[config.mk]
export PLATFORM = sky130hd
export DESIGN_NAME = ppm_stream_parser_unit
export DESIGN_NICKNAME = d
export VERILOG_FILES = /design/src/rtl/core/ppmp_pkg.sv /design/src/rtl/core/ppmp_parse.sv /design/src/rtl/core/ppmp_rsp_fifo.sv /design/src/rtl/core/ppm_stream_parser_unit.sv
export SDC_FILE = /design/constraint.sdc
export NUM_CORES = 1
export LEC_CHECK = 0
export BUFFER_PORTS_ARGS = -buffer_cell sky130_fd_sc_hd__buf_2
export CAP_MARGIN = 30
export CORE_MARGIN = 1
export CORE_UTILIZATION = 45
export DETAILED_ROUTE_END_ITERATION = 7
export GPL_ROUTABILITY_DRIVEN = 1
export REMOVE_ABC_BUFFERS = 1
export SLEW_MARGIN = 20
export SYNTH_ARGS = -nofsm -noshare
export SYNTH_HDL_FRONTEND = slang
export SYNTH_SLANG_ARGS = --single-unit
export TNS_END_PERCENT = 1
[constraint.sdc]
create_clock -name clock -period 17.75 [get_ports clock]
set_input_delay 1.775 -clock clock [delete_from_list [all_inputs] [get_ports clock]]
set_output_delay 1.775 -clock clock [all_outputs]
set_load 0.005 [all_outputs]
[src/rtl/core/ppmp_pkg.sv]
// Shared types and constants of the PPM stream parser.
// Used by ppmp_parse, ppmp_rsp_fifo and ppm_stream_parser_unit.
package ppmp_pkg;

   localparam int unsigned MAX_DIM_DEF = 8192;
   localparam int unsigned FRAME_W     = 14;
   localparam int unsigned LEFT_W      = 28;
   localparam logic [LEFT_W-1:0] LEFT_MAX = '1;

   localparam int unsigned RSP_DEPTH = 4;
   localparam int unsigned RSP_PTR_W = $clog2(RSP_DEPTH);
   localparam int unsigned RSP_CNT_W = $clog2(RSP_DEPTH + 1);

   localparam logic [1:0] KIND_HEADER    = 2'd0;
   localparam logic [1:0] KIND_COMPONENT = 2'd1;
   localparam logic [1:0] KIND_ERROR     = 2'd2;

   localparam logic [2:0] ERR_NONE        = 3'd0;
   localparam logic [2:0] ERR_BAD_HEADER  = 3'd1;
   localparam logic [2:0] ERR_BAD_DIM     = 3'd2;
   localparam logic [2:0] ERR_SHORT_DATA  = 3'd3;
   localparam logic [2:0] ERR_RANGE       = 3'd4;
   localparam logic [2:0] ERR_NOT_NUMERIC = 3'd5;

   localparam logic [7:0] CH_TAB   = 8'h09;
   localparam logic [7:0] CH_LF    = 8'h0A;
   localparam logic [7:0] CH_CR    = 8'h0D;
   localparam logic [7:0] CH_SPACE = 8'h20;
   localparam logic [7:0] CH_HASH  = 8'h23;
   localparam logic [7:0] CH_PLUS  = 8'h2B;
   localparam logic [7:0] CH_MINUS = 8'h2D;
   localparam logic [7:0] CH_ZERO  = 8'h30;
   localparam logic [7:0] CH_TWO   = 8'h32;
   localparam logic [7:0] CH_THREE = 8'h33;
   localparam logic [7:0] CH_FIVE  = 8'h35;
   localparam logic [7:0] CH_SIX   = 8'h36;
   localparam logic [7:0] CH_NINE  = 8'h39;
   localparam logic [7:0] CH_P     = 8'h50;

   typedef struct packed {
      logic [7:0] data_byte;
      logic       end_of_stream;
   } req_item_type;

   typedef struct packed {
      logic [1:0]         result_kind;
      logic [7:0]         component_value;
      logic [FRAME_W-1:0] frame_width;
      logic [FRAME_W-1:0] frame_height;
      logic               is_p3_text;
      logic               final_component;
      logic [2:0]         error_code;
      logic               last;
   } rsp_item_type;

   typedef struct packed {
      logic         vld0;
      logic         vld1;
      rsp_item_type item0;
      rsp_item_type item1;
   } rsp_pair_type;

endpackage

[src/rtl/core/ppmp_parse.sv]
// Input register, header/data parse state and per-byte next-state logic.
// Produces up to two results per byte toward the response FIFO. Uses ppmp_pkg.
module ppmp_parse #(
   parameter int unsigned MAX_DIM = ppmp_pkg::MAX_DIM_DEF
) (
   input  logic                  clock,
   input  logic                  reset,
   input  logic                  req_valid,
   output logic                  req_stall,
   input  ppmp_pkg::req_item_type req_item,
   input  logic                  fifo_room,
   output ppmp_pkg::rsp_pair_type push
);
   import ppmp_pkg::*;

   localparam int unsigned DIM_W  = $clog2(MAX_DIM + 1);
   localparam int unsigned PROD_W = 2 * DIM_W + 2;
   localparam int unsigned CNT_W  = (PROD_W > LEFT_W) ? PROD_W : LEFT_W;
   localparam logic [31:0] MAX_DIM_V = 32'(MAX_DIM);

   localparam logic [1:0] HERR_NONE   = 2'd0;
   localparam logic [1:0] HERR_HEADER = 2'd1;
   localparam logic [1:0] HERR_DIM    = 2'd2;

   typedef enum logic [2:0] {
      PH_MAGIC, PH_WIDTH, PH_HEIGHT, PH_MAXV, PH_DATA, PH_DONE
   } phase_type;

   function automatic rsp_item_type err_item(input logic [2:0] code);
      rsp_item_type r;
      r = '0;
      r.result_kind = KIND_ERROR;
      r.error_code  = code;
      return r;
   endfunction

   function automatic rsp_item_type comp_item(input logic [7:0] value, input logic fin);
      rsp_item_type r;
      r = '0;
      r.result_kind     = KIND_COMPONENT;
      r.component_value = value;
      r.final_component = fin;
      return r;
   endfunction

   logic                in_vld_ff;
   req_item_type        item_ff;
   phase_type           phase_ff, phase_in;
   logic                text_ff, text_in;
   logic                comment_ff, comment_in;
   logic                in_token_ff, in_token_in;
   logic [1:0]          match_ff, match_in;
   logic [2:0]          tcnt_ff, tcnt_in;
   logic [31:0]         acc_ff, acc_in;
   logic                neg_ff, neg_in;
   logic                dig_ff, dig_in;
   logic                stop_ff, stop_in;
   logic                ovf_ff, ovf_in;
   logic [1:0]          herr_ff, herr_in;
   logic [DIM_W-1:0]    width_ff, width_in;
   logic [DIM_W-1:0]    height_ff, height_in;
   logic [LEFT_W-1:0]   left_ff, left_in;
   logic [LEFT_W-1:0]   total_ff;

   logic                go;
   logic [7:0]          ch;
   logic                ch_ws;
   logic [2*DIM_W-1:0]  wh;
   logic [CNT_W-1:0]    wh3;
   logic [LEFT_W-1:0]   left_dec;

   assign go        = in_vld_ff && fifo_room;
   assign req_stall = in_vld_ff && !fifo_room;
   assign ch        = item_ff.data_byte;
   assign ch_ws     = ((ch >= CH_TAB) && (ch <= CH_CR)) || (ch == CH_SPACE);
   assign wh        = width_ff * height_ff;
   assign wh3       = CNT_W'({wh, 1'b0}) + CNT_W'(wh);
   assign left_dec  = left_ff - LEFT_W'(left_ff != '0);

   // feed one token character
   logic [2:0]  fd_cnt;
   logic [1:0]  fd_match;
   logic [31:0] fd_acc;
   logic        fd_neg, fd_dig, fd_stop, fd_ovf;

   always_comb begin
      logic [2:0]  k;
      logic [35:0] v;
      logic [35:0] lim;
      k        = in_token_ff ? tcnt_ff : 3'd0;
      fd_match = in_token_ff ? match_ff : 2'b11;
      fd_acc   = in_token_ff ? acc_ff : 32'd0;
      fd_neg   = in_token_ff && neg_ff;
      fd_dig   = in_token_ff && dig_ff;
      fd_stop  = in_token_ff && stop_ff;
      fd_ovf   = in_token_ff && ovf_ff;
      if (phase_ff == PH_MAGIC) begin
         if (k == 3'd0 && ch != CH_P) fd_match = 2'b00;
         if (k == 3'd1) begin
            if (ch != CH_THREE) fd_match[0] = 1'b0;
            if (ch != CH_SIX) fd_match[1] = 1'b0;
         end
         if (k >= 3'd2) fd_match = 2'b00;
      end else if (phase_ff == PH_MAXV) begin
         if (k >= 3'd3 || ch != ((k == 3'd0) ? CH_TWO : CH_FIVE)) fd_match = 2'b00;
      end
      fd_cnt = (k == 3'd7) ? k : k + 3'd1;
      lim    = fd_neg ? 36'h0_8000_0000 : 36'h0_7FFF_FFFF;
      v      = ({4'd0, fd_acc} << 3) + ({4'd0, fd_acc} << 1) + 36'(ch - CH_ZERO);
      if (!fd_stop) begin
         if (ch >= CH_ZERO && ch <= CH_NINE) begin
            if (v > lim) begin
               v      = lim;
               fd_ovf = 1'b1;
            end
            fd_acc = v[31:0];
            fd_dig = 1'b1;
         end else if (k == 3'd0 && (ch == CH_PLUS || ch == CH_MINUS)) begin
            if (ch == CH_MINUS) fd_neg = 1'b1;
         end else begin
            fd_stop = 1'b1;
         end
      end
   end

   // end of token
   phase_type         f_phase;
   logic              f_text;
   logic [1:0]        f_herr;
   logic [DIM_W-1:0]  f_width, f_height;
   logic [LEFT_W-1:0] f_left;
   logic              f_vld;
   rsp_item_type      f_res;

   always_comb begin
      logic       num_ok;
      logic       dim_ok;
      logic [1:0] herr_t;
      num_ok   = dig_ff && !ovf_ff;
      dim_ok   = num_ok && !neg_ff && acc_ff != 32'd0 && acc_ff <= MAX_DIM_V;
      herr_t   = herr_ff;
      f_phase  = phase_ff;
      f_text   = text_ff;
      f_herr   = herr_ff;
      f_width  = width_ff;
      f_height = height_ff;
      f_left   = left_ff;
      f_vld    = 1'b0;
      f_res    = '0;
      unique case (phase_ff)
         PH_MAGIC: begin
            if (tcnt_ff == 3'd2 && match_ff != 2'b00) f_text = match_ff[0];
            else f_herr = HERR_HEADER;
            f_phase = PH_WIDTH;
         end
         PH_WIDTH, PH_HEIGHT: begin
            if (dim_ok) begin
               if (phase_ff == PH_WIDTH) f_width = acc_ff[DIM_W-1:0];
               else f_height = acc_ff[DIM_W-1:0];
            end else if (herr_ff == HERR_NONE) begin
               f_herr = HERR_DIM;
            end
            f_phase = (phase_ff == PH_WIDTH) ? PH_HEIGHT : PH_MAXV;
         end
         PH_MAXV: begin
            if (!(tcnt_ff == 3'd3 && match_ff[0])) herr_t = HERR_HEADER;
            f_herr = herr_t;
            f_vld  = 1'b1;
            if (herr_t != HERR_NONE) begin
               f_res   = err_item((herr_t == HERR_HEADER) ? ERR_BAD_HEADER : ERR_BAD_DIM);
               f_phase = PH_DONE;
            end else begin
               f_left             = total_ff;
               f_res              = '0;
               f_res.result_kind  = KIND_HEADER;
               f_res.frame_width  = FRAME_W'(width_ff);
               f_res.frame_height = FRAME_W'(height_ff);
               f_res.is_p3_text   = text_ff;
               f_phase            = PH_DATA;
            end
         end
         PH_DATA: begin
            f_vld = 1'b1;
            if (!num_ok) begin
               f_res   = err_item(ERR_NOT_NUMERIC);
               f_phase = PH_DONE;
            end else if ((neg_ff && acc_ff != 32'd0) || acc_ff > 32'd255) begin
               f_res   = err_item(ERR_RANGE);
               f_phase = PH_DONE;
            end else begin
               f_left = left_dec;
               f_res  = comp_item(acc_ff[7:0], left_dec == '0);
               if (left_dec == '0) f_phase = PH_DONE;
            end
         end
         default: ;
      endcase
   end

   // per-byte next state
   logic         ra_vld, rb_vld;
   rsp_item_type ra, rb;

   always_comb begin
      logic      do_fin;
      phase_type s1_phase;
      phase_type ph;
      ph          = phase_ff;
      phase_in    = phase_ff;
      text_in     = text_ff;
      comment_in  = comment_ff;
      in_token_in = in_token_ff;
      match_in    = match_ff;
      tcnt_in     = tcnt_ff;
      acc_in      = acc_ff;
      neg_in      = neg_ff;
      dig_in      = dig_ff;
      stop_in     = stop_ff;
      ovf_in      = ovf_ff;
      herr_in     = herr_ff;
      width_in    = width_ff;
      height_in   = height_ff;
      left_in     = left_ff;
      ra_vld      = 1'b0;
      rb_vld      = 1'b0;
      ra          = '0;
      rb          = '0;
      do_fin      = in_token_ff && (ph < PH_DATA || (ph == PH_DATA && text_ff));
      s1_phase    = do_fin ? f_phase : phase_ff;
      if (item_ff.end_of_stream) begin
         ra_vld = do_fin && f_vld;
         ra     = f_res;
         if (s1_phase < PH_DATA) begin
            rb_vld = 1'b1;
            rb     = err_item(ERR_BAD_HEADER);
         end else if (s1_phase == PH_DATA) begin
            rb_vld = 1'b1;
            rb     = err_item(ERR_SHORT_DATA);
         end
         phase_in    = PH_MAGIC;
         text_in     = 1'b0;
         comment_in  = 1'b0;
         in_token_in = 1'b0;
         match_in    = '0;
         tcnt_in     = '0;
         acc_in      = '0;
         neg_in      = 1'b0;
         dig_in      = 1'b0;
         stop_in     = 1'b0;
         ovf_in      = 1'b0;
         herr_in     = HERR_NONE;
         width_in    = '0;
         height_in   = '0;
         left_in     = '0;
      end else if (ph >= PH_DONE) begin
         phase_in = phase_ff;
      end else if (ph == PH_DATA && !text_ff) begin
         left_in = left_dec;
         ra_vld  = 1'b1;
         ra      = comp_item(ch, left_dec == '0);
         if (left_dec == '0) phase_in = PH_DONE;
      end else if (comment_ff) begin
         if (ch == CH_LF) comment_in = 1'b0;
      end else if (in_token_ff && ch_ws) begin
         in_token_in = 1'b0;
         phase_in    = f_phase;
         text_in     = f_text;
         herr_in     = f_herr;
         width_in    = f_width;
         height_in   = f_height;
         left_in     = f_left;
         ra_vld      = f_vld;
         ra          = f_res;
      end else if (!in_token_ff && ch == CH_HASH) begin
         comment_in = 1'b1;
      end else if (in_token_ff || !ch_ws) begin
         in_token_in = 1'b1;
         match_in    = fd_match;
         tcnt_in     = fd_cnt;
         acc_in      = fd_acc;
         neg_in      = fd_neg;
         dig_in      = fd_dig;
         stop_in     = fd_stop;
         ovf_in      = fd_ovf;
      end
   end

   always_comb begin
      push       = '0;
      push.vld0  = go && (ra_vld || rb_vld);
      push.vld1  = go && ra_vld && rb_vld;
      push.item0 = ra_vld ? ra : rb;
      push.item1 = rb;
      push.item0.last = !(ra_vld && rb_vld);
      push.item1.last = 1'b1;
   end

   always_ff @(posedge clock) begin
      if (req_valid && !req_stall) item_ff <= req_item;
      total_ff <= (wh3 > CNT_W'(LEFT_MAX)) ? LEFT_MAX : wh3[LEFT_W-1:0];
   end

   always_ff @(posedge clock) begin
      if (reset) begin
         in_vld_ff   <= 1'b0;
         phase_ff    <= PH_MAGIC;
         text_ff     <= 1'b0;
         comment_ff  <= 1'b0;
         in_token_ff <= 1'b0;
         match_ff    <= '0;
         tcnt_ff     <= '0;
         acc_ff      <= '0;
         neg_ff      <= 1'b0;
         dig_ff      <= 1'b0;
         stop_ff     <= 1'b0;
         ovf_ff      <= 1'b0;
         herr_ff     <= HERR_NONE;
         width_ff    <= '0;
         height_ff   <= '0;
         left_ff     <= '0;
      end else begin
         if (req_valid && !req_stall) in_vld_ff <= 1'b1;
         else if (go) in_vld_ff <= 1'b0;
         if (go) begin
            phase_ff    <= phase_in;
            text_ff     <= text_in;
            comment_ff  <= comment_in;
            in_token_ff <= in_token_in;
            match_ff    <= match_in;
            tcnt_ff     <= tcnt_in;
            acc_ff      <= acc_in;
            neg_ff      <= neg_in;
            dig_ff      <= dig_in;
            stop_ff     <= stop_in;
            ovf_ff      <= ovf_in;
            herr_ff     <= herr_in;
            width_ff    <= width_in;
            height_ff   <= height_in;
            left_ff     <= left_in;
         end
      end
   end

   a_eos_rearms: assert property (@(posedge clock) disable iff (reset)
      go && item_ff.end_of_stream |=> phase_ff == PH_MAGIC && !in_token_ff && !comment_ff)
      else $error("parser not rearmed after end of stream");

   a_single_last: assert property (@(posedge clock) disable iff (reset)
      push.vld0 && !push.vld1 |-> push.item0.last)
      else $error("single result without last");

   a_pair_last: assert property (@(posedge clock) disable iff (reset)
      push.vld1 |-> push.vld0 && push.item1.last && !push.item0.last)
      else $error("result pair badly ordered");

endmodule

[src/rtl/core/ppmp_rsp_fifo.sv]
// Response FIFO: takes up to two results per cycle, hands out one per transfer.
// Uses ppmp_pkg.
module ppmp_rsp_fifo (
   input  logic                   clock,
   input  logic                   reset,
   input  ppmp_pkg::rsp_pair_type push,
   output logic                   fifo_room,
   output logic                   rsp_valid,
   input  logic                   rsp_stall,
   output ppmp_pkg::rsp_item_type rsp_item
);
   import ppmp_pkg::*;

   localparam logic [RSP_CNT_W-1:0] ROOM_LIMIT = RSP_CNT_W'(RSP_DEPTH - 2);
   localparam logic [RSP_CNT_W-1:0] FULL_CNT   = RSP_CNT_W'(RSP_DEPTH);

   rsp_item_type           mem_ff [RSP_DEPTH];
   logic [RSP_PTR_W-1:0]   wr_ptr_ff, wr_ptr_in;
   logic [RSP_PTR_W-1:0]   rd_ptr_ff, rd_ptr_in;
   logic [RSP_CNT_W-1:0]   count_ff, count_in;
   logic                   pop;

   assign fifo_room = count_ff <= ROOM_LIMIT;
   assign rsp_valid = count_ff != '0;
   assign rsp_item  = mem_ff[rd_ptr_ff];
   assign pop       = rsp_valid && !rsp_stall;

   assign wr_ptr_in = wr_ptr_ff + RSP_PTR_W'(push.vld0) + RSP_PTR_W'(push.vld1);
   assign rd_ptr_in = rd_ptr_ff + RSP_PTR_W'(pop);
   assign count_in  = count_ff + RSP_CNT_W'(push.vld0) + RSP_CNT_W'(push.vld1)
                      - RSP_CNT_W'(pop);

   always_ff @(posedge clock) begin
      if (push.vld0) mem_ff[wr_ptr_ff] <= push.item0;
      if (push.vld1) mem_ff[wr_ptr_ff + RSP_PTR_W'(1)] <= push.item1;
   end

   always_ff @(posedge clock) begin
      if (reset) begin
         wr_ptr_ff <= '0;
         rd_ptr_ff <= '0;
         count_ff  <= '0;
      end else begin
         wr_ptr_ff <= wr_ptr_in;
         rd_ptr_ff <= rd_ptr_in;
         count_ff  <= count_in;
      end
   end

   a_no_overflow: assert property (@(posedge clock) disable iff (reset)
      count_ff <= FULL_CNT)
      else $error("response fifo overflow");

   a_push_with_room: assert property (@(posedge clock) disable iff (reset)
      push.vld0 |-> count_ff <= ROOM_LIMIT)
      else $error("push without room for two results");

   a_rsp_hold: assert property (@(posedge clock) disable iff (reset)
      rsp_valid && rsp_stall |=> rsp_valid && $stable(rsp_item))
      else $error("stalled result changed");

endmodule

[src/rtl/core/ppm_stream_parser_unit.sv]
// PPM (P3/P6, maxval 255) stream parser, top level.
// Depends on ppmp_pkg, ppmp_parse and ppmp_rsp_fifo.
//
// Usage:
//   req channel: one file byte per transfer (data_byte), or an end_of_stream
//   marker that closes the file, flushes a pending token and rearms the parser.
//   rsp channel: header, component and error results, one per transfer; last
//   marks the final result caused by one request.
// Path: a taken request is held in the input register; it is parsed from there
//   when the FIFO has room, and its results are written into the rsp FIFO.
// Throughput: one byte per cycle while rsp drains. A request that yields two
//   results (end_of_stream only) takes two rsp transfers.
// Stall: req_stall rises when a byte is held and the 4-entry response FIFO
//   has under two free slots; a stalled rsp holds its result until transferred.
// Reset: parser returns to waiting for the magic token, FIFO empties, no
//   result is pending.
module ppm_stream_parser_unit #(
   parameter int unsigned MAX_DIM = ppmp_pkg::MAX_DIM_DEF
) (
   input  logic                   clock,
   input  logic                   reset,
   input  logic                   req_valid,
   output logic                   req_stall,
   input  ppmp_pkg::req_item_type req_item,
   output logic                   rsp_valid,
   input  logic                   rsp_stall,
   output ppmp_pkg::rsp_item_type rsp_item
);
   import ppmp_pkg::*;

   rsp_pair_type push;
   logic         fifo_room;

   ppmp_parse #(
      .MAX_DIM (MAX_DIM)
   ) u_parse (
      .clock     (clock),
      .reset     (reset),
      .req_valid (req_valid),
      .req_stall (req_stall),
      .req_item  (req_item),
      .fifo_room (fifo_room),
      .push      (push)
   );

   ppmp_rsp_fifo u_rsp_fifo (
      .clock     (clock),
      .reset     (reset),
      .push      (push),
      .fifo_room (fifo_room),
      .rsp_valid (rsp_valid),
      .rsp_stall (rsp_stall),
      .rsp_item  (rsp_item)
   );

endmodule
Yosys cells after proc, flatten, opt, wreduce, memory -nomap -nowiden
Memory sizes are Yosys's and may differ from the RTL's. A register that Yosys moved wholly into a read port is not among the register bits.
Index checks and enable logic that the tools add are counted.

word-level totals
  register bits after elaboration = 150
  input bits = 13
  memory bits (writable) = 176
  logic and storage cells = 338
  output and inout port bits = 46
  memories = 1

memories
  memory             depth  bits a word  rd ports  clocked after memory_dff  write ports  RTL line             RTL
  u_rsp_fifo.mem_ff  4      44           1         1                         2            ppmp_rsp_fifo.sv:17  rsp_item_type mem_ff [RSP_DEPTH];

operators by class
  equality and inequality tests = 33
  $add $sub $neg = 13
  multipliers = 1
  $lt $le $gt $ge = 14
  muxes and demuxes = 177
  reductions and logical operators = 77

operators by type and width
  kind                  number
  $mux 44               12
  $mux 32               12
  $mux 14               16
  $mux 28               8
  $pmux 44 s2           1
  $mux 1                80
  $mux 3                19
  $pmux 28 s2           1
  $mux 2                26
  $add 35x33->36        1
  $add 36x36->36        1
  $gt 36x32->1          1
  $eq 8x6->1 const B    4
  $gt 32x8->1 const B   1
  $le 32x14->1 const B  1
  $reduce_bool 32->1    1
  $add 29x28->30        1
  $gt 30x28->1 const B  1
  $logic_and 1x1->1     29
  $logic_not 28->1      1
  $mul 14x14->28        1
  $reduce_bool 28->1    1
  $sub 28x1->28         1
  $reduce_and 8->1      3
  other kinds (42)      92

Depth between registers and ports, before layout
Gate-level depths: netlist (run 1).

  word-level depth = 17
  gate-level depth with buffers = 35
  gate-level depth less buffers = 33

Hierarchy
From an unflattened synthesis (run 1), not the netlist that was laid out.

second synthesis, totals
  cells, all modules = 2843
  area total of the unflattened synthesis = 28142.0 um2

modules (own cells, without submodules)
  module         sequential area each (um2)  cells each  area each (um2)  instances
  ppmp_parse     2952.8                      2376        19272.2          1
  ppmp_rsp_fifo  5425.2                      467         8869.8           1

Least setup slack after synthesis (run 1)
Ideal clock, no wire load.

  path type = register to register
  start point = register u_parse.item_ff, in the netlist u_parse.ch[4]
  end point = register u_parse.acc_ff[0]
  setup time = 0.122 ns
  required time = 17.628 ns
  cell stages (with the launch flop) = 27
  period minus slack after synthesis = 10.224 ns
  setup slack = 7.526 ns
  arrival = 10.102 ns
  buffers on the path = 1
  cells stage by stage = edfxtp_1 -> ha_1 -> nor3_1 -> fa_1 -> ha_1 -> a21oi_1 -> nor3_1 -> a2111oi_0 -> a21oi_1 -> o21ai_0 -> a21boi_0 -> o21ai_0 -> a21oi_1 -> or4b_2 -> nand3_1 -> ha_1 -> a21o_1 -> a21oi_1 -> o21ai_0 -> a221o_1 -> a21oi_1 -> o211ai_1 -> nor4_1 -> nand3_1 -> nor3b_1 -> clkbuf_1 -> a221o_1

on the way
  cells in the longest elaborated chain, start to end = 13
  elaborated cells on any way between the ends = 30
  classes of those cells = add/sub (2); order compare (5); eq/ne (4); mux (10); reduce/logical (9)

ends and longest elaborated chain
  item                    RTL line           RTL
  from (decl)             ppmp_parse.sv:47   req_item_type item_ff;
  from (signal assigned)  ppmp_parse.sv:299  if (req_valid && !req_stall) item_ff <= req_item;
  $sub 8x6->9             ppmp_parse.sv:109  v = ({4'd0, fd_acc} << 3) + ({4'd0, fd_acc} << 1) + 36'(ch - CH_ZERO);
  $add 36x36->36          ppmp_parse.sv:109
  $gt 36x32->1            ppmp_parse.sv:112  if (v > lim) begin
  $mux 32                 ppmp_parse.sv:112
  $mux 32                 ppmp_parse.sv:111  if (ch >= CH_ZERO && ch <= CH_NINE) begin
  $mux 32                 ppmp_parse.sv:110  if (!fd_stop) begin
  $mux 32                 ppmp_parse.sv:276  end else if (in_token_ff || !ch_ws) begin
  $mux 32                 ppmp_parse.sv:274  end else if (!in_token_ff && ch == CH_HASH) begin
  $mux 32                 ppmp_parse.sv:264  end else if (in_token_ff && ch_ws) begin
  $mux 32                 ppmp_parse.sv:262  end else if (comment_ff) begin
  $mux 32                 ppmp_parse.sv:257  end else if (ph == PH_DATA && !text_ff) begin
  $mux 32                 ppmp_parse.sv:255  end else if (ph >= PH_DONE) begin
  $mux 32                 ppmp_parse.sv:230  if (item_ff.end_of_stream) begin
  to (signal assigned)    ppmp_parse.sv:331  acc_ff <= acc_in;
  to (decl)               ppmp_parse.sv:54   logic [31:0] acc_ff, acc_in;

Several ways; a longest one is shown, not always the timed one. The select of a mux whose other input is x is not followed.
A chain may end at the register's enable or synchronous reset.

Final worst setup path (run 1)
  start point = register u_parse.width_ff[1]
  end point = register u_parse.total_ff[25]

on the way
  cells in the longest elaborated chain, start to end = 3

ends and longest elaborated chain
  item                    RTL line           RTL
  from (decl)             ppmp_parse.sv:60   logic [DIM_W-1:0] width_ff, width_in;
  from (signal assigned)  ppmp_parse.sv:337  width_ff <= width_in;
  $mul 14x14->28 *        ppmp_parse.sv:76   assign wh = width_ff * height_ff;
  $add 29x28->30 *        ppmp_parse.sv:77   assign wh3 = CNT_W'({wh, 1'b0}) + CNT_W'(wh);
  $gt 30x28->1            ppmp_parse.sv:300  total_ff <= (wh3 > CNT_W'(LEFT_MAX)) ? LEFT_MAX : wh3[LEFT_W-1:0];
  to (signal assigned)    ppmp_parse.sv:300
  to (decl)               ppmp_parse.sv:63   logic [LEFT_W-1:0] total_ff;

Mark *: on every way between the ends. The rest lies on a longest branch, timed or not.

==> results by group, run 1 <==
Clocking
  – CTS Hold Bufs: 0
  – Clock latency on the worst-skew pair: around 580 ps
  – CTS Buffer Depth: 3
  – CTS tree: done
  – Clock-pin slew on the worst setup and hold paths: approximately 60 ps
  – Post-CTS setup buffer count: 0
  – Clock root buffer: clkbuf_16
  – Post-CTS Resized: 0
  – CTS Sinks: approximately 330
  – CTS Buf Count: 39
  – CTS H-Tree Depth: 2

Synth
  – Sequential share of the synthesized area: 0.256
  – Library cells used by synthesis: 83
  – Number of synthesized register bits: between 300 and 400
  – Async set or reset register ratio after synthesis: 0
  – Cells after Synth: 2,931
  – Mapped Area: around 26,000 sq um
  – Top post-synthesis cells by area: dfxtp_1 23%, fa_1 13%, ha_1 9.6%, mux2i_1 7.2%, nor2_1 4.9%
  – Top cell type's share of synthesized area: 0.232
  – Prevailing post-synth register cell: dfxtp_1
  – Count leader, synth: nor2_1
  – Post-synth EDFFs: 21
  – Synth Area per Inst: 8.96 sq um
  – Yosys warns: 0
  – Cell accounting for the most synthesized area: dfxtp_1
  – Commonest cells in the netlist: 343 x nor2_1, 305 x dfxtp_1, 252 x nand2_1

Worst setup path
  – CP Depth: 29
  – Slowest stage cell, crit path: dfxtp_1
  – CP required: around 18,000 ps
  – Worst R2R Path Depth: 29
  – Critical path's top delay family: adder cells
  – Buf/Inv on CP: 3
  – CP arrival: 9880 ps
  – CP Max Fanout: 27
  – Critical Setup Path Class: reg -> reg
  – Dominant cell type by count on the critical path: fa_1
  – Crit path largest cell delay: 760 ps
  – Type of destination of the critical path: flip-flop
  – Crit path launch type: flip-flop

Timing
  – Final Max Tran Viols: 0
  – Hold Vio Cnt, Final: 0
  – TNS Setup: 0 ps
  – Endpoints failing setup: 0
  – RSZ-0062 raised after global routing: no
  – Max Fclk: between 100 and 150 MHz
  – Period minus WS final: about 9500 ps
  – Clock skew: ~35 ps
  – Slew margin rel.: 0.360
  – Final Cycle Share: 0.536
  – Hold slack final: 485 ps
  – Worst-Margin Slew: around 960 ps

Die
  – Initial Utilization: 0.455
  – Core area: 57,700 sq um
  – Io pins: 59
  – Row cnt: slightly below 90
  – Die area: slightly below 60,000 sq um
  – Height of the die: between 200 and 250 um
  – Die W: between 200 and 250 um

Pwr
  – Power Dens Cells: about 64 nW/um^2
  – Leak pwr: approximately 13 nW
  – Total power: between 1.5 and 2 mW
  – VDD IR max: 0.0635 mV

Worst hold path
  – Hold-critical path depth: 2
  – Hold Crit Class: reg -> reg

Cells and area
  – Area Growth Syn to Fin: 8.32%
  – Layout cell share with drive strength beyond 1: 0.0850
  – Antenna Cells: 0
  – Fin util: 0.493
  – Final #Nets: about 3,300

Drt
  – Post-route ant nets: 0
  – Final WL: around 70 mm
  – Iteration-0 DRC Markers: between 1,000 and 1,500
  – Vias: between 20,000 and 25,000
  – Post-route DRC violation count: 0
  – Routed WL per cell: roughly 19 um
  – Vias per cell: roughly 5.6
  – Pre-antenna DRT Iters: 6

Global route
  – Largest net degree at the start of global routing: between 80 and 90
  – Global Route Usage Sum: 0.236
  – First-pass GRT wire length: around 110 mm
  – Vias in the first global route: 21,365
  – Grt ovf: 0
  – Initial antenna violation count: 2

Outcome
  – Status: completed

Place
  – IO buf count: 58
  – Routability congestion estimate: slightly below 0.9
  – Final HPWL DP: about 51 mm

Job
  – Number of max-cap violations: 0
-- report_power, final --
part	switching [mW]	internal, mW	leakage [nW]
Sequential	0.0235	0.754	2.65
Combinational	0.141	0.101	9.64
Clock	0.337	0.475	0.641
-- state kept, by name (all words and copies together), names as in the netlist, 2 cells and up --
signal,count
u_parse.tcnt_ff,3
u_parse.phase_ff,3
u_parse.left_ff,28
u_parse.width_ff,14
u_parse.herr_ff,2
u_rsp_fifo.mem_ff,176
u_parse.total_ff,28
u_parse.height_ff,14
u_parse.ch,8
u_rsp_fifo.wr_ptr_ff,2
u_rsp_fifo.rd_ptr_ff,2
u_parse.match_ff,2
u_parse.acc_ff,32
u_rsp_fifo.count_ff,3
-- worst register-to-register path: cells and delay by family, from the launching register on --
kind                       cells  cell delay (ps)
adders and majority gates      8             3940
buffers and inverters          3              160
and+or+nand+nor                6             1410
muxes                          1              380
AOI/OAI and AO/OA             11             2650
DFF                            1              760
-- cell families after synthesis --
family | synth area share
compound gates | 0.125
simple gates | 0.188
fa+ha+maj | 0.230
xor+xnor | 0.0297
flops | 0.256
buf+inv | 0.0583
mux | 0.111
-- layout by cell type, fill, tap and decap left out, drive strengths merged, types with 37 or more instances in the layout --
cell type	netlist	layout
buf	29	83
dfxtp	305	305
and2	164	164
mux2i	190	190
a21o	46	46
mux4	44	44
fa	176	176
xnor2	59	59
nor3	37	37
a21oi	152	152
clkbuf	115	57
nor2b	40	40
inv	230	233
nand2	272	272
nor2	343	343
ha	202	202
o21ai	106	106
-- area by class of cell --
cell class              instances  area [sq um]
multi-input cells            2231         18100
well taps                     765           957
clock buffers                  57          1120
inverters                     230           863
flip-flops and latches        326          6740
repair buffers                 83           498
fillers                      5475         29200
clock inverters                13           174
-- per-layer routing --
metal  up-vias  part of all wire  track usage
met3        80             0.051       0.0282
met2       508              0.47        0.392
met1     10328              0.46        0.326
met5         -                 0            0
met4         0             0.018       0.0588
li1       9998                 -            -
-- through the flow --
step	std cells	setup WS [ps]	cell area [sq um]
CTS	3704	8290	28400
detailed placement	3634	8380	27100
global route	3705	7710	28500
floorplan	2787	6930	25600
finish	3705	8240	28500
global placement	3634	8580	27100
-- final timing paths --
kind	start	endpoint	slack, ps
hold / removal	u_parse.dig_ff	u_parse.dig_ff	490
hold reg to reg	u_parse.dig_ff	u_parse.dig_ff	490
setup / recovery	u_parse.width_ff[1]	u_parse.total_ff[25]	8240
setup reg to reg	u_parse.width_ff[1]	u_parse.total_ff[25]	8240
Power figures use the tool's default switching activity.
==> run 2: changes to the inputs <==
- ABC_AREA: not set -> 1
- clock period: 17.75 -> 9.4 ns (I/O delays scaled with it)
==> results by group, run 2 <==
Outcome
  – Status: completed

Drt
  – Vias per cell: 5.13 (-9.1%)
  – Vias: 25,741 (+23%)
  – Iteration-0 DRC Markers: 1,853 (+49%)
  – Pre-antenna DRT Iters: 6 (unchanged)
  – Post-route DRC violation count: 0 (unchanged)
  – Routed WL per cell: 15.5 um (-17%)
  – Final WL: 78.0 mm (+12%)
  – Post-route ant nets: 0 (unchanged)

Timing
  – Clock skew: 17.4 ps (-17.5 ps)
  – TNS Setup: 0 ps (unchanged)
  – Max Fclk: 127 MHz (+21%)
  – Period minus WS final: 7880 ps (-1630 ps)
  – Slew margin rel.: 0.355 (-0.00462)
  – Hold Vio Cnt, Final: 0 (unchanged)
  – RSZ-0062 raised after global routing: no
  – Worst-Margin Slew: 966 ps (+5.53 ps)
  – Final Max Tran Viols: 0 (unchanged)
  – Endpoints failing setup: 0 (unchanged)
  – Final Cycle Share: 0.838 (+0.302)

Place
  – Routability congestion estimate: 0.889 (+0.97%)
  – Final HPWL DP: 56.5 mm (+11%)
  – IO buf count: 58 (unchanged)

Worst hold path
  – Hold wc startpoint: u_rsp_fifo.mem_ff[2][0]
  – Hold Crit Class: reg -> reg
  – Hold-critical path depth: 2 (unchanged)

Synth
  – Post-synth EDFFs: 21 (unchanged)
  – Library cells used by synthesis: 56 (-33%)
  – Yosys warns: 0 (unchanged)
  – Sequential share of the synthesized area: 0.237 (-0.0196)
  – Commonest cells in the netlist: 1,051 x nand2_1, 661 x inv_1, 547 x nor2_1
  – Number of synthesized register bits: 326 (unchanged)
  – Mapped Area: 28,400 sq um (+8.3%)
  – Count leader, synth: nand2_1
  – Top cell type's share of synthesized area: 0.215 (-0.0178)
  – Cell accounting for the most synthesized area: dfxtp_1
  – Top post-synthesis cells by area: dfxtp_1 21%, nand2_1 14%, fa_1 12%, ha_1 8.9%, inv_1 8.7%
  – Async set or reset register ratio after synthesis: 0 (unchanged)
  – Synth Area per Inst: 6.73 sq um (-25%)
  – Cells after Synth: 4,225 (+44%)
  – Prevailing post-synth register cell: dfxtp_1

Die
  – Initial Utilization: 0.458 (+0.00307)
  – Io pins: 59 (unchanged)
  – Die W: 253 um (+4.0%)
  – Row cnt: 91 (+3.4%)
  – Die area: 64,200 sq um (+8.2%)
  – Height of the die: 253 um (+4.0%)
  – Core area: 62,100 sq um (+7.6%)

Worst setup path
  – CP required: 9810 ps (-8310 ps)
  – Start point of the critical path: u_parse.width_ff[0]
  – RR Endpoint: u_parse.total_ff[3]
  – CP Max Fanout: 28 (+3.7%)
  – CP arrival: 8280 ps (-1600 ps)
  – R2R setup slack: 1520 ps (-6720 ps)
  – Crit path launch type: flip-flop
  – Type of destination of the critical path: flip-flop
  – Critical Setup Path Class: reg -> reg
  – Critical R2R Launch: u_parse.width_ff[0]
  – End of the critical path: u_parse.total_ff[3]
  – Worst R2R Path Depth: 26 (-10%)

Pwr
  – VDD IR max: 0.170 mV (+170%)
  – Leak pwr: 17.7 nW (+36%)
  – Power Dens Cells: 159 nW/um^2 (+150%)

Clocking
  – Post-CTS Resized: 0 (unchanged)
  – CTS Hold Bufs: 0 (unchanged)
  – CTS Sinks: 326 (unchanged)
  – CTS Buf Count: 39 (unchanged)
  – CTS Buffer Depth: 3 (unchanged)
  – Clock root buffer: clkbuf_16
  – Clock latency on the worst-skew pair: 570 ps (about the same)
  – Post-CTS setup buffer count: 0 (unchanged)
  – CTS tree: done
  – CTS H-Tree Depth: 2 (unchanged)
  – Clock-pin slew on the worst setup and hold paths: 60 ps (about the same)

Cells and area
  – Commonest non-fill, non-tap cells in the layout: 1,050 x nand2_1, 659 x inv_1, 544 x nor2_1
  – Commonest non-fill, non-tap cell in the layout: nand2_1
  – Max reg flops: 176 (unchanged)
  – Layout cell share with drive strength beyond 1: 0.0478 (-0.0372)
  – Antenna Cells: 0 (unchanged)
  – Fin util: 0.492 (-0.00145)
  – Area Growth Syn to Fin: 7.28%
  – Final #Nets: 4,543 (+38%)
  – Total of fill cells in the finished design: 6,458 (+18%)
  – Largest registers: u_rsp_fifo.mem_ff x176, u_parse.acc_ff x32
  – Most flops, register: u_rsp_fifo.mem_ff

Global route
  – Vias in the first global route: 24,534 (+15%)
  – Largest net degree at the start of global routing: 99 (+22%)
  – Global Route Usage Sum: 0.249 (+0.0127)
  – Grt ovf: 0 (unchanged)
  – Initial antenna violation count: 0 (-2)
  – First-pass GRT wire length: 130 mm (+14%)

Job
  – Number of max-cap violations: 0 (unchanged)
-- run 2: changes by cell type after synthesis, sizes merged, moves of 169 or more --
cell	before	now
nor2	343	560
a21oi	152	321
mux2i	190	0
nand3	25	197
inv	230	671
nand2	272	1057
-- run 2: critical path, stage by stage (launching register included) --
cell and delay [ps]:
dfxtp_1 730, nand2_1 170, fa_1 540, fa_1 560, inv_1 60, fa_1 510
fa_1 550, fa_1 550, inv_1 50, fa_1 540, inv_1 40, ha_1 350
a21oi_1 100, o21ai_0 240, a21oi_1 110, nand2_1 150, a31oi_1 130, o21ai_0 300
a21oi_1 120, o21ai_0 210, xor2_1 230, inv_1 100, ha_1 350, a21oi_1 190
o21bai_1 120, a21oi_4 570, nand3_1 160
-- run 2: final cells by class --
type / count / area [sq um] / share of cell area
clock buffer: 54 / 1080 / 0.0355
clock inverter: 15 / 231 / 0.00759
inverter: 673 / 2530 / 0.0828
multi-input combinational: 3025 / 18300 / 0.598
sequential: 326 / 6740 / 0.221
tap: 837 / 1050 / 0.0343
timing repair buffer: 87 / 628 / 0.0206
-- run 2: power by group --
group          switching [mW]  internal, mW
logic                    1.06         0.541
registers               0.121          1.57
clock network           0.637         0.925
-- run 2: cells by family after synthesis --
group,share of synthesized area
fa+ha+maj,0.213
xor+xnor,0.0286
buf+inv,0.122
flops,0.237
compound gates,0.128
simple gates,0.272
-- run 2: routing by layer --
metal	vias up	global-route usage	share of wire
li1	13090	-	-
met1	11997	0.347	0.48
met2	565	0.410	0.46
met3	89	0.0280	0.044
met4	0	0.0578	0.020
met5	-	0	0
-- run 2: worst min-delay path by stage --
stage                                         end
after floorplan           u_rsp_fifo.mem_ff[1][0]
after global placement    u_rsp_fifo.mem_ff[2][0]
after detailed placement  u_rsp_fifo.mem_ff[2][0]
after CTS                 u_rsp_fifo.mem_ff[2][0]
after global routing      u_rsp_fifo.mem_ff[3][0]
final                     u_rsp_fifo.mem_ff[2][0]
-- run 2: through the flow --
stage	cell area, sq um	cells	power (mW)	hold WS, ps	setup WS, ps
2_1_floorplan	27500	4024	2.81	424	1610
3_3_place_gp	29000	4941	3.29	444	1730
3_5_place_dp	29100	4945	3.31	442	1620
4_1_cts	30400	5014	4.89	458	1570
5_1_grt	30500	5017	5.22	478	833
6_report	30500	5017	4.86	459	1520
==> run 3: changes to the inputs <==
- clock period: 9.4 -> 6.75 ns (I/O delays scaled with it)
==> results by group, run 3 (synthesis results as in run 2) <==
Outcome
  – Status: complete, but fails checks
  – Violated checks: negative setup slack

Worst setup path
  – Worst R2R Path Depth: 35 (+35%)
  – RR Endpoint: u_parse.total_ff[3]
  – CP Max Fanout: 7 (-75%)
  – Crit path launch type: flip-flop
  – Buf/Inv on CP: 8 (+4)
  – Critical Setup Path Class: reg -> reg
  – CP required: 7210 ps (-2600 ps)
  – Critical path's top delay family: adder cells
  – Slowest stage cell, crit path: fa_1
  – CP arrival: 7450 ps (-830 ps)
  – Crit path largest cell delay: 570 ps (-160 ps)
  – Critical R2R Launch: u_parse.width_ff[7]
  – R2R setup slack: -250 ps (-1770 ps)
  – Type of destination of the critical path: flip-flop

Die
  – Height of the die: 253 um (unchanged)
  – Io pins: 59 (unchanged)
  – Row cnt: 91 (unchanged)
  – Die area: 64,200 sq um (unchanged)
  – Core area: 62,100 sq um (unchanged)
  – Die W: 253 um (unchanged)
  – Initial Utilization: 0.458 (unchanged)

Cells and area
  – Area Growth Syn to Fin: 15.8%
  – Max reg flops: 176 (unchanged)
  – Layout cell share with drive strength beyond 1: 0.126 (+0.0786)
  – Final #Nets: 4,743 (+4.4%)
  – Antenna Cells: 0 (unchanged)
  – Most flops, register: u_rsp_fifo.mem_ff
  – Largest registers: u_rsp_fifo.mem_ff x176, u_parse.acc_ff x32
  – Commonest non-fill, non-tap cells in the layout: 1,026 x nand2_1, 646 x inv_1, 534 x nor2_1
  – Commonest non-fill, non-tap cell in the layout: nand2_1

Clocking
  – CTS Sinks: 326 (unchanged)
  – CTS H-Tree Depth: 2 (unchanged)
  – Clock root buffer: clkbuf_16
  – CTS Hold Bufs: 0 (unchanged)
  – Clock-pin slew on the worst setup and hold paths: 60 ps (about the same)
  – CTS tree: done
  – CTS Buf Count: 40 (+2.6%)
  – Clock latency on the worst-skew pair: 570 ps (about the same)
  – CTS Buffer Depth: 3 (unchanged)

Pwr
  – Int Pwr: 4.23 mW (+39%)
  – Total power: 6.78 mW (+40%)
  – Switching share of total power: 0.376 (+0.00175)
  – Leak pwr: 19.0 nW (+7.7%)
  – Clock power frac: 0.314 (-0.007)
  – VDD IR max: 0.227 mV (+33%)
  – Share of power burned in combinational logic: 0.344 (+0.014)
  – Psw: 2.55 mW (+40%)
  – Power Dens Cells: 206 nW/um^2 (+29%)
  – Sequential share of power: 0.342 (-0.007)

Timing
  – Clock skew: 25.4 ps (+7.98 ps)
  – Slew margin rel.: 0.356 (+0.00145)
  – Worst-Margin Slew: 962 ps (-4.18 ps)
  – RSZ-0062 raised after global routing: yes
  – Hold Vio Cnt, Final: 0 (unchanged)
  – Max Fclk: 143 MHz (+13%)
  – Final Cycle Share: 1.04 (+0.198)
  – Final worst slack: -245 ps (-1770 ps)
  – Period minus WS final: 7000 ps (-881 ps)
  – Hold slack final: 280 ps (-179 ps)
  – Final Max Tran Viols: 0 (unchanged)
  – Endpoints failing setup: 28 (+28)

Worst hold path
  – Hold wc startpoint: req_item[2]
  – Hold-critical path depth: 1 (-1)
  – Hold Crit Class: in -> reg
  – Worst hold path endpoint: u_parse.ch[1]

Drt
  – Vias per cell: 5.05 (-1.6%)
  – Iteration-0 DRC Markers: 2,037 (+9.9%)
  – Final WL: 79.9 mm (+2.5%)
  – Post-route DRC violation count: 0 (unchanged)
  – Post-route ant nets: 0 (unchanged)
  – Routed WL per cell: 15.3 um (-1.4%)
  – Pre-antenna DRT Iters: 6 (unchanged)
  – Vias: 26,343 (+2.3%)

Place
  – IO buf count: 58 (unchanged)
  – Routability congestion estimate: 0.918 (+3.2%)
  – Final HPWL DP: 58.8 mm (+4.2%)
  – Pre-CTS setup slack: -625 ps (-2250 ps)

Global route
  – Initial antenna violation count: 0 (unchanged)
  – First-pass GRT wire length: 131 mm (+1.3%)
  – Global Route Usage Sum: 0.251 (+0.00251)
  – Vias in the first global route: 25,310 (+3.2%)
  – Grt ovf: 0 (unchanged)
  – Largest net degree at the start of global routing: 81 (-18%)

Job
  – Number of max-cap violations: 0 (unchanged)
[run 3: changes by cell type in the layout (fill, tap and decap cells not counted), moves of 13 or more]
cell     delta
ha_1       -20
a21oi_2    +17
dfxtp_1    -13
nand3_1    -23
buf_4     +183
nand2_1    -24
inv_2      +13
ha_4       +20
a21oi_1    -21
nand3_2    +22
nand2_2    +15
inv_1      -13
[run 3: repair_timing]
action                     in CTS  in global routing
gates resized for setup        25                175
gates cloned                    1                  4
setup endpoints to repair      28                 37
pin swaps                      10                 93
buffers inserted                5                 12
[run 3: worst reg2reg max path: cells and delay by family (launching register included)]
kind / cells / cell delay, ps
AOI/OAI and AO/OA: 9 / 1390
xor gates and xnor gates: 1 / 170
adders and majority gates: 8 / 3600
buffers and inverters: 8 / 530
DFF: 1 / 350
and+or+nand+nor: 9 / 840
[run 3: routing by layer]
layer	up-vias	GRT usage	wire [um]	part of all wire
met2	548	0.427	37800	0.47
met3	104	0.0236	3290	0.041
met1	12195	0.341	37100	0.46
met4	0	0.0613	1730	0.022
met5	-	0	0	0
li1	13496	-	-	-
[run 3: worst max-delay path by stage]
stage	startpoint	to	slack, ps	cells after the start
finish	u_parse.width_ff[7]	u_parse.total_ff[3]	-250	35
global route	u_parse.height_ff[2]	u_parse.total_ff[26]	-540	34
global placement	u_parse.width_ff[3]	u_parse.total_ff[10]	-530	32
floorplan	u_parse.ch[6]	u_parse.acc_ff[23]	-1040	27
CTS	u_parse.height_ff[4]	u_parse.total_ff[4]	-290	34
detailed placement	u_parse.width_ff[3]	u_parse.total_ff[4]	-620	32
[run 3: area by class of cell]
cell class | instances | area (sq um)
Multi-Input combinational cell | 3026 | 19100
Timing Repair Buffer | 285 | 2200
Tap cell | 837 | 1050
Clock inverter | 13 | 128
Inverter | 673 | 2530
Fill cell | 6233 | 29100
Sequential cell | 326 | 6760
Clock buffer | 57 | 1150
[run 3: stage by stage]
step	cells	area, sq um	setup TNS (ps)	util
after floorplan	4024	27500	-34620	-
after global placement	5122	30400	-14870	0.490
after detailed placement	5124	30500	-16870	0.491
after CTS	5200	31900	-7510	0.514
after global routing	5217	32900	-14540	0.531
final	5217	32900	-6060	0.531
[run 3: power by group through the flow]
stage | clock (mW) | sequential (mW) | combinational (mW)
finish | 2.13 | 2.32 | 2.33
global route | 2.26 | 2.35 | 2.69
CTS | 2.18 | 2.32 | 2.32
detailed placement | 0 | 2.36 | 2.30
global placement | 0 | 2.35 | 2.29
floorplan | 0 | 2.38 | 1.53
